==> src/rtl/http_chunked_body_decoder_core_defines.svh <==
// assertion helpers for the chunked body decoder
// each expects signals named clk and rst in the scope of use
`ifndef HTTP_CHUNKED_BODY_DECODER_CORE_DEFINES_SVH
`define HTTP_CHUNKED_BODY_DECODER_CORE_DEFINES_SVH

// same-cycle implication, checked outside reset
`define HCBD_ASSERT_NOW(lbl, ante, cons, msg) \
  lbl: assert property (@(posedge clk) disable iff (rst) (ante) |-> (cons)) else $error(msg);

// next-cycle implication, checked outside reset
`define HCBD_ASSERT_NEXT(lbl, ante, cons, msg) \
  lbl: assert property (@(posedge clk) disable iff (rst) (ante) |=> (cons)) else $error(msg);

`endif

==> src/rtl/hcbd_pkg.sv <==
package hcbd_pkg;

  // decoder phase
  typedef enum logic [3:0] {
    PH_SIZE_SP  = 4'd0,
    PH_SIZE_HEX = 4'd1,
    PH_SIZE_EXT = 4'd2,
    PH_DATA     = 4'd3,
    PH_DATA_EOL = 4'd4,
    PH_TR_START = 4'd5,
    PH_TR_NAME  = 4'd6,
    PH_TR_VALUE = 4'd7,
    PH_DONE     = 4'd8,
    PH_ERROR    = 4'd9
  } hcbd_phase_t;

  // result kinds
  localparam logic [1:0] KIND_NONE  = 2'd0;
  localparam logic [1:0] KIND_DATA  = 2'd1;
  localparam logic [1:0] KIND_DONE  = 2'd2;
  localparam logic [1:0] KIND_ERROR = 2'd3;

  // ascii codes
  localparam logic [7:0] CHR_CR    = 8'h0d;
  localparam logic [7:0] CHR_LF    = 8'h0a;
  localparam logic [7:0] CHR_SP    = 8'h20;
  localparam logic [7:0] CHR_HT    = 8'h09;
  localparam logic [7:0] CHR_COLON = 8'h3a;
  localparam logic [7:0] CHR_DEL   = 8'h7f;

  // reset value of the line length limit
  localparam logic [15:0] MAX_LINE_LEN_RESET = 16'd4096;

  // line parser control state
  typedef struct packed {
    hcbd_phase_t phase;
    logic        saw_cr;
    logic [15:0] line_len;
  } hcbd_ctl_t;

  // one result item
  typedef struct packed {
    logic [1:0] kind;
    logic [7:0] data;
    logic       chunk_end;
  } hcbd_res_t;

endpackage

==> src/rtl/hcbd_step.sv <==
module hcbd_step #(
  parameter int SIZE_BITS = 32
) (
  input  logic [7:0]            in_byte,
  input  logic                  begin_body,
  input  logic [15:0]           max_line_len,
  input  hcbd_pkg::hcbd_ctl_t   ctl,
  input  logic [SIZE_BITS-1:0]  bytes_left,
  input  logic [SIZE_BITS-1:0]  size_accum,
  output hcbd_pkg::hcbd_ctl_t   ctl_next,
  output logic [SIZE_BITS-1:0]  bytes_left_next,
  output logic [SIZE_BITS-1:0]  size_accum_next,
  output hcbd_pkg::hcbd_res_t   res
);

  // hex digit decode: bit 4 is valid, low bits the value
  function automatic logic [4:0] hex_digit(input logic [7:0] b);
    logic [4:0] r;
    r = 5'd0;
    if (b inside {["0":"9"]}) begin
      r = {1'b1, 4'(b - 8'h30)};
    end else if (b inside {["a":"f"]}) begin
      r = {1'b1, 4'(b - 8'h57)};
    end else if (b inside {["A":"F"]}) begin
      r = {1'b1, 4'(b - 8'h37)};
    end
    return r;
  endfunction

  hcbd_pkg::hcbd_ctl_t  cur;
  logic [SIZE_BITS-1:0] bl;
  logic [SIZE_BITS-1:0] sa;
  logic [4:0]           hex;
  logic                 ovf;
  logic                 eol;

  // one byte through the line state machine
  always_comb begin
    cur = ctl;
    bl  = bytes_left;
    sa  = size_accum;
    if (begin_body) begin
      cur.phase    = hcbd_pkg::PH_SIZE_SP;
      cur.saw_cr   = 1'b0;
      cur.line_len = '0;
      bl           = '0;
      sa           = '0;
    end

    hex = hex_digit(in_byte);
    ovf = (sa[SIZE_BITS-1 -: 4] != 4'd0);
    eol = cur.saw_cr && (in_byte == hcbd_pkg::CHR_LF);

    ctl_next        = cur;
    bytes_left_next = bl;
    size_accum_next = sa;
    res.kind        = hcbd_pkg::KIND_NONE;
    res.data        = 8'd0;
    res.chunk_end   = 1'b0;

    case (cur.phase)
      hcbd_pkg::PH_ERROR, hcbd_pkg::PH_DONE: begin
      end
      hcbd_pkg::PH_DATA: begin
        res.kind        = hcbd_pkg::KIND_DATA;
        res.data        = in_byte;
        bytes_left_next = bl - 1'b1;
        if (bl == SIZE_BITS'(1)) begin
          res.chunk_end     = 1'b1;
          ctl_next.phase    = hcbd_pkg::PH_DATA_EOL;
          ctl_next.saw_cr   = 1'b0;
          ctl_next.line_len = '0;
        end
      end
      default: begin
        if (cur.line_len >= max_line_len) begin
          ctl_next.phase = hcbd_pkg::PH_ERROR;
        end else begin
          ctl_next.line_len = cur.line_len + 16'd1;
          if (eol) begin
            // crlf closes the line
            ctl_next.saw_cr   = 1'b0;
            ctl_next.line_len = '0;
            case (cur.phase)
              hcbd_pkg::PH_SIZE_SP, hcbd_pkg::PH_SIZE_HEX, hcbd_pkg::PH_SIZE_EXT: begin
                if (sa != '0) begin
                  bytes_left_next = sa;
                  ctl_next.phase  = hcbd_pkg::PH_DATA;
                end else begin
                  ctl_next.phase  = hcbd_pkg::PH_TR_START;
                end
                size_accum_next = '0;
              end
              hcbd_pkg::PH_DATA_EOL: ctl_next.phase = hcbd_pkg::PH_SIZE_SP;
              hcbd_pkg::PH_TR_START: begin
                ctl_next.phase = hcbd_pkg::PH_DONE;
                res.kind       = hcbd_pkg::KIND_DONE;
              end
              hcbd_pkg::PH_TR_VALUE: ctl_next.phase = hcbd_pkg::PH_TR_START;
              default: ctl_next.phase = hcbd_pkg::PH_ERROR;
            endcase
          end else if ((cur.phase == hcbd_pkg::PH_TR_START) && cur.saw_cr) begin
            // held cr at trailer start not followed by lf
            ctl_next.phase = hcbd_pkg::PH_ERROR;
          end else begin
            ctl_next.saw_cr = (in_byte == hcbd_pkg::CHR_CR);
            case (cur.phase)
              hcbd_pkg::PH_SIZE_SP: begin
                if ((in_byte == hcbd_pkg::CHR_SP) || (in_byte == hcbd_pkg::CHR_HT)) begin
                end else if (hex[4]) begin
                  if (ovf) begin
                    ctl_next.phase = hcbd_pkg::PH_ERROR;
                  end else begin
                    size_accum_next = {sa[SIZE_BITS-5:0], hex[3:0]};
                    ctl_next.phase  = hcbd_pkg::PH_SIZE_HEX;
                  end
                end else begin
                  ctl_next.phase = hcbd_pkg::PH_SIZE_EXT;
                end
              end
              hcbd_pkg::PH_SIZE_HEX: begin
                if (hex[4]) begin
                  if (ovf) begin
                    ctl_next.phase = hcbd_pkg::PH_ERROR;
                  end else begin
                    size_accum_next = {sa[SIZE_BITS-5:0], hex[3:0]};
                  end
                end else begin
                  ctl_next.phase = hcbd_pkg::PH_SIZE_EXT;
                end
              end
              hcbd_pkg::PH_TR_START: begin
                if (in_byte == hcbd_pkg::CHR_CR) begin
                end else if (in_byte == hcbd_pkg::CHR_COLON) begin
                  ctl_next.phase = hcbd_pkg::PH_TR_VALUE;
                end else if (in_byte inside {[8'd0:8'd32], hcbd_pkg::CHR_DEL}) begin
                  ctl_next.phase = hcbd_pkg::PH_ERROR;
                end else begin
                  ctl_next.phase = hcbd_pkg::PH_TR_NAME;
                end
              end
              hcbd_pkg::PH_TR_NAME: begin
                if (in_byte == hcbd_pkg::CHR_COLON) begin
                  ctl_next.phase = hcbd_pkg::PH_TR_VALUE;
                end else if (in_byte inside {[8'd0:8'd32], hcbd_pkg::CHR_DEL}) begin
                  ctl_next.phase = hcbd_pkg::PH_ERROR;
                end
              end
              default: begin
              end
            endcase
          end
        end
      end
    endcase

    // error is sticky and masks the result
    if (ctl_next.phase == hcbd_pkg::PH_ERROR) begin
      res.kind      = hcbd_pkg::KIND_ERROR;
      res.data      = 8'd0;
      res.chunk_end = 1'b0;
    end
  end

endmodule

==> src/rtl/http_chunked_body_decoder_core.sv <==
// Chunked HTTP body decoder, one raw body byte in, one result item out.
// Input stream: s_axis_tdata carries the raw byte, s_axis_tuser set restarts
// the decoder at a fresh chunk-size line before that byte is parsed.
// Output stream: m_axis_tuser is the kind (none, data, body complete, error),
// m_axis_tdata the payload byte for data items (zero otherwise), m_axis_tlast
// marks the last data byte of a chunk. Every input item gives exactly one
// output item, including kind none for framing bytes.
// max_line_len is written through cfg_we / cfg_wdata; write it only while idle.
// An accepted item is held in the input register and its result is registered
// in the result register when the pipeline advances. The block takes one item
// per cycle while the receiver keeps up, set by the combinational parser
// update between the input register and the result register.
// When the receiver stalls, the result register holds and the input register
// fills; s_axis_tready then drops until the result is taken.
// Reset (rst, synchronous) empties both registers, puts the parser at the start
// of a size line and sets max_line_len to 4096.
`include "http_chunked_body_decoder_core_defines.svh"

module http_chunked_body_decoder_core #(
  parameter int SIZE_BITS = 32
) (
  input  logic        clk,
  input  logic        rst,
  input  logic        s_axis_tvalid,
  output logic        s_axis_tready,
  input  logic [7:0]  s_axis_tdata,   // [7:0] in_byte
  input  logic        s_axis_tuser,   // [0] begin_body
  output logic        m_axis_tvalid,
  input  logic        m_axis_tready,
  output logic [7:0]  m_axis_tdata,   // [7:0] out_byte
  output logic [1:0]  m_axis_tuser,   // [1:0] out_kind
  output logic        m_axis_tlast,   // chunk_end
  input  logic        cfg_we,
  input  logic [15:0] cfg_wdata       // [15:0] max_line_len
);

  logic                 in_valid;
  logic [7:0]           in_byte;
  logic                 in_begin;
  logic                 advance;
  logic [15:0]          max_line_len;
  hcbd_pkg::hcbd_ctl_t  ctl;
  hcbd_pkg::hcbd_ctl_t  ctl_next;
  logic [SIZE_BITS-1:0] bytes_left;
  logic [SIZE_BITS-1:0] bytes_left_next;
  logic [SIZE_BITS-1:0] size_accum;
  logic [SIZE_BITS-1:0] size_accum_next;
  hcbd_pkg::hcbd_res_t  res;
  hcbd_pkg::hcbd_res_t  out_res;
  logic                 out_valid;

  // pipeline moves when the result register is free or being taken
  assign advance       = in_valid && (!out_valid || m_axis_tready);
  assign s_axis_tready = !in_valid || advance;

  // configuration register
  always_ff @(posedge clk) begin
    if (rst) begin
      max_line_len <= hcbd_pkg::MAX_LINE_LEN_RESET;
    end else if (cfg_we) begin
      max_line_len <= cfg_wdata;
    end
  end

  // input register
  always_ff @(posedge clk) begin
    if (rst) begin
      in_valid <= 1'b0;
    end else if (s_axis_tready) begin
      in_valid <= s_axis_tvalid;
    end
  end

  always_ff @(posedge clk) begin
    if (s_axis_tvalid && s_axis_tready) begin
      in_byte  <= s_axis_tdata;
      in_begin <= s_axis_tuser;
    end
  end

  // parser update
  hcbd_step #(
    .SIZE_BITS (SIZE_BITS)
  ) u_step (
    .in_byte         (in_byte),
    .begin_body      (in_begin),
    .max_line_len    (max_line_len),
    .ctl             (ctl),
    .bytes_left      (bytes_left),
    .size_accum      (size_accum),
    .ctl_next        (ctl_next),
    .bytes_left_next (bytes_left_next),
    .size_accum_next (size_accum_next),
    .res             (res)
  );

  // parser state
  always_ff @(posedge clk) begin
    if (rst) begin
      ctl        <= '{phase: hcbd_pkg::PH_SIZE_SP, saw_cr: 1'b0, line_len: 16'd0};
      bytes_left <= '0;
      size_accum <= '0;
    end else if (advance) begin
      ctl        <= ctl_next;
      bytes_left <= bytes_left_next;
      size_accum <= size_accum_next;
    end
  end

  // result register
  always_ff @(posedge clk) begin
    if (rst) begin
      out_valid <= 1'b0;
    end else if (advance) begin
      out_valid <= 1'b1;
    end else if (m_axis_tready) begin
      out_valid <= 1'b0;
    end
  end

  always_ff @(posedge clk) begin
    if (advance) begin
      out_res <= res;
    end
  end

  assign m_axis_tvalid = out_valid;
  assign m_axis_tdata  = out_res.data;
  assign m_axis_tuser  = out_res.kind;
  assign m_axis_tlast  = out_res.chunk_end;

  // checks
  `HCBD_ASSERT_NOW(a_last_is_data, m_axis_tvalid && m_axis_tlast,
                   m_axis_tuser == hcbd_pkg::KIND_DATA, "chunk end on a non-data item")
  `HCBD_ASSERT_NOW(a_nondata_zero, m_axis_tvalid && (m_axis_tuser != hcbd_pkg::KIND_DATA),
                   m_axis_tdata == 8'd0, "payload byte on a non-data item")
  `HCBD_ASSERT_NEXT(a_error_sticky,
                    advance && (ctl.phase == hcbd_pkg::PH_ERROR) && !in_begin,
                    ctl.phase == hcbd_pkg::PH_ERROR, "error state left without restart")
  `HCBD_ASSERT_NOW(a_ready_when_empty, !out_valid, s_axis_tready,
                   "input stalled with empty result register")

endmodule

==> config.mk <==
export PLATFORM = sky130hd
export DESIGN_NAME = http_chunked_body_decoder_core
export DESIGN_NICKNAME = d
export VERILOG_FILES = /design/src/rtl/hcbd_pkg.sv /design/src/rtl/hcbd_step.sv /design/src/rtl/http_chunked_body_decoder_core.sv
export VERILOG_INCLUDE_DIRS = /design/src /design/src/rtl
export SDC_FILE = /design/constraint.sdc
export NUM_CORES = 1
export LEC_CHECK = 0
export ABC_AREA = 1
export BUFFER_PORTS_ARGS = -buffer_cell sky130_fd_sc_hd__buf_2
export CORE_ASPECT_RATIO = 2
export CORE_MARGIN = 1.5
export CORE_UTILIZATION = 55
export CTS_BUF_LIST = sky130_fd_sc_hd__clkbuf_4 sky130_fd_sc_hd__clkbuf_8
export CTS_CLUSTER_SIZE = 25
export DETAILED_ROUTE_END_ITERATION = 8
export HOLD_SLACK_MARGIN = 0.05
export MAX_ROUTING_LAYER = met4
export PLACE_DENSITY_LB_ADDON = 0.08
export SLEW_MARGIN = 20
export SYNTH_ARGS = -nofsm -noshare
export SYNTH_HDL_FRONTEND = slang
export SYNTH_HIERARCHICAL = 1
export SYNTH_SLANG_ARGS = --single-unit
==> constraint.sdc <==
create_clock -name clk -period 3.53 [get_ports clk]
set_input_delay 0.8825 -clock clk [delete_from_list [all_inputs] [get_ports clk]]
set_output_delay 0.8825 -clock clk [all_outputs]
set_load 0.02 [all_outputs]
==> reports/qor.yml <==
clk_path_buf_depth: 2
cts_tree: "yes"
async_reset_ff_frac: 0
p_switching_uw: 1420
die_x_um: 99.3
critPathKind: "reg2reg"
final-setup-viol-count: 0
clkLatencyLatePin_ps: 470
comb_power_share: 0.269
numPortBuffers: 42
max-cap-violations: 0
final_util: 0.604
grt_pass1_wl_um: 52100
ys_seq_area_frac: 0.261
crit_fanout: 31
htree_levels: 4
clkPwrFrac: 0.335
hold_buffers: 0
path_cells: "buf_12 -> nor2_1 -> inv_1 -> ha_1 -> inv_1 -> a21oi_1 -> o21ai_0 -> nand2_1 -> nand2_1 -> nand2_1 -> nand3_1 -> buf_4 -> o21ai_1 -> inv_2 -> o21ai_0 -> o21ai_0 -> inv_1 -> nand3_1 -> nand2_1 -> nor2_1"
path_common_cell: "nand2_1"
arrival_ps: 3660
initial_core_util: 0.560
synthesis.nets: 1777
rsz0062_at_grt: "false"
power_leakage_uw: 0.00507
whs_ps: 470
cp.required_ps: 3930
path_clk_slew_ps: 80
grt_util_all_layers: 0.348
clock_sinks: 123
use_met1: 0.330
p_sw_frac: 0.358
synth_top_area_share: 0.202
finalSetupTns_ps: 0
n_antenna_cell: 0
hold_viol: 0
yosysWarnings: 6
synth_area_leaders: "dfxtp_1, nand2_1, nor2_1, inv_1, nand3_1"
grt_busiest_layer: "met2"
avgViaCountPerCell: 5.77
cts-root-buf: "clkbuf_8"
yosysMostFrequentCell: "nand2_1"
num-fill-cells: 1915
clock_skew_ps: 15.4
drt_drc_violations_left: 0
synth-main-ff-cell: "dfxtp_1"
max_stage_delay_ps: 470
synth_cell_types: 43
grt_pass1_vias: 11000
grt_max_degree: 172
drtPass1Iterations: 6
netlist_instances: 1723
die_h_um: 196
fin_crit_ps: 3260
core-area_um2: 18200
pre_cts_ws_ps: 234
fin_ws_ps: 274
synth_edf_count: 20
cp_slowest_cell: "edfxtp_1"
routabilityCongestion: 0.950
max_freq_mhz: 307
cts_setup_buffers: 0
finalWirelength_um: 31900
final_antenna_net_count: 0
status: "complete, no violations"
cts_buffers: 17
syn_area_um2: 10200
fp-row-count: 70
synth_common_cells: "nand2_1, nor2_1, inv_1, nand3_1, a21oi_1"
end_kind: "register"
start_kind: "register"
powerDensity_nw_per_um2: 361
gr-usage-met3: 0.0463
maxSlewHeadroom: 0.471
yosys.area.top_type: "dfxtp_1"
cts_resized: 0
slew_violations: 0
gr-usage-met2: 0.617
pwr-share-seq: 0.396
area_growth_pct: 7.72
peakVddDrop_mv: 0.331
initialDrtViolationCount: 635
hold_path.class: "reg2reg"
drive_gt1_frac: 0.102
via_count: 11300
wl_per_cell_um: 16.3
antenna_found_initial: 0
synth_area_per_cell_um2: 5.93
ios: 43
final_nets: 1781
dp_hpwl_um: 22800
dieArea_um2: 19400
synth_seq_cells: 123
internal_power_uw: 2550
worstMarginPinSlew_ps: 793
fin_crit_sh: 0.922
gr-total-overflow: 0
-- sequential cells by signal (all words and copies together), names as in the netlist --
name,cells
m_axis_tlast,1
bytes_left,32
size_accum,32
m_axis_tdata,8
max_line_len,16
in_valid,1
m_axis_tuser,2
ctl,21
m_axis_tvalid,1
in_byte,8
in_begin,1
-- path summary, 6_finish.rpt --
| kind | start | to | slack, ps | cells past startpoint |
|---|---|---|---|---|
| hold / removal | max_line_len[12] | max_line_len[12] | 470 | 2 |
| hold reg to reg | max_line_len[12] | max_line_len[12] | 470 | 2 |
| setup reg to reg | in_begin | ctl[7] | 270 | 20 |
| setup / recovery | in_begin | ctl[7] | 270 | 20 |
-- placed cells by master (no fill, tap or decap), types with 25 or more instances in the layout --
cell type,count
buf_4,29
buf_2,42
o211ai_1,25
dfxtp_1,102
inv_1,235
nand3_1,175
nor2_1,289
o21ai_0,116
nand2_1,325
a21oi_1,137
-- worst max-delay path, delay by kind of cell (launching register included) --
kind | cells | cell delay [ps]
compound gates | 5 | 720
fa+ha+maj | 1 | 190
buf+inv | 6 | 960
flops | 1 | 470
simple gates | 8 | 850
-- layer usage --
metal	vias up	share of wire
met1	5109	0.36
met5	-	0
met3	181	0.043
li1	5582	-
met4	0	0.080
met2	405	0.52
-- cells by family after synthesis --
| group | synth area share |
|---|---|
| DFF | 0.261 |
| buffers and inverters | 0.143 |
| and+or+nand+nor | 0.365 |
| AOI/OAI and AO/OA | 0.192 |
| xor gates and xnor gates | 0.0103 |
| adders and majority gates | 0.0294 |
-- power by group through the flow --
stage               Combinational (uW)  Sequential, uW  Clock (uW)
global placement                  1030            1600           0
detailed placement                1040            1600           0
floorplan                          773            1590           0
finish                            1070            1570        1330
CTS                               1050            1570        1370
global route                      1190            1580        1420
-- through the flow --
step | power, uW | area, um2 | cells
6_report | 3970 | 11000 | 1956
3_5_place_dp | 2650 | 10600 | 1924
3_3_place_gp | 2630 | 10600 | 1924
2_1_floorplan | 2370 | 10200 | 1723
4_1_cts | 3990 | 11000 | 1956
5_1_grt | 4200 | 11000 | 1956
-- cell type report --
| type | count | area [um2] | share of cell area |
|---|---|---|---|
| Multi-Input combinational cell | 1254 | 6110 | 0.555 |
| Sequential cell | 123 | 2670 | 0.242 |
| Inverter | 252 | 958 | 0.0871 |
| Timing Repair Buffer | 79 | 588 | 0.0535 |
| Tap cell | 216 | 270 | 0.0246 |
| Clock buffer | 17 | 234 | 0.0213 |
| Clock inverter | 15 | 174 | 0.0158 |
Note: power is estimated with default switching activity, not from simulation.
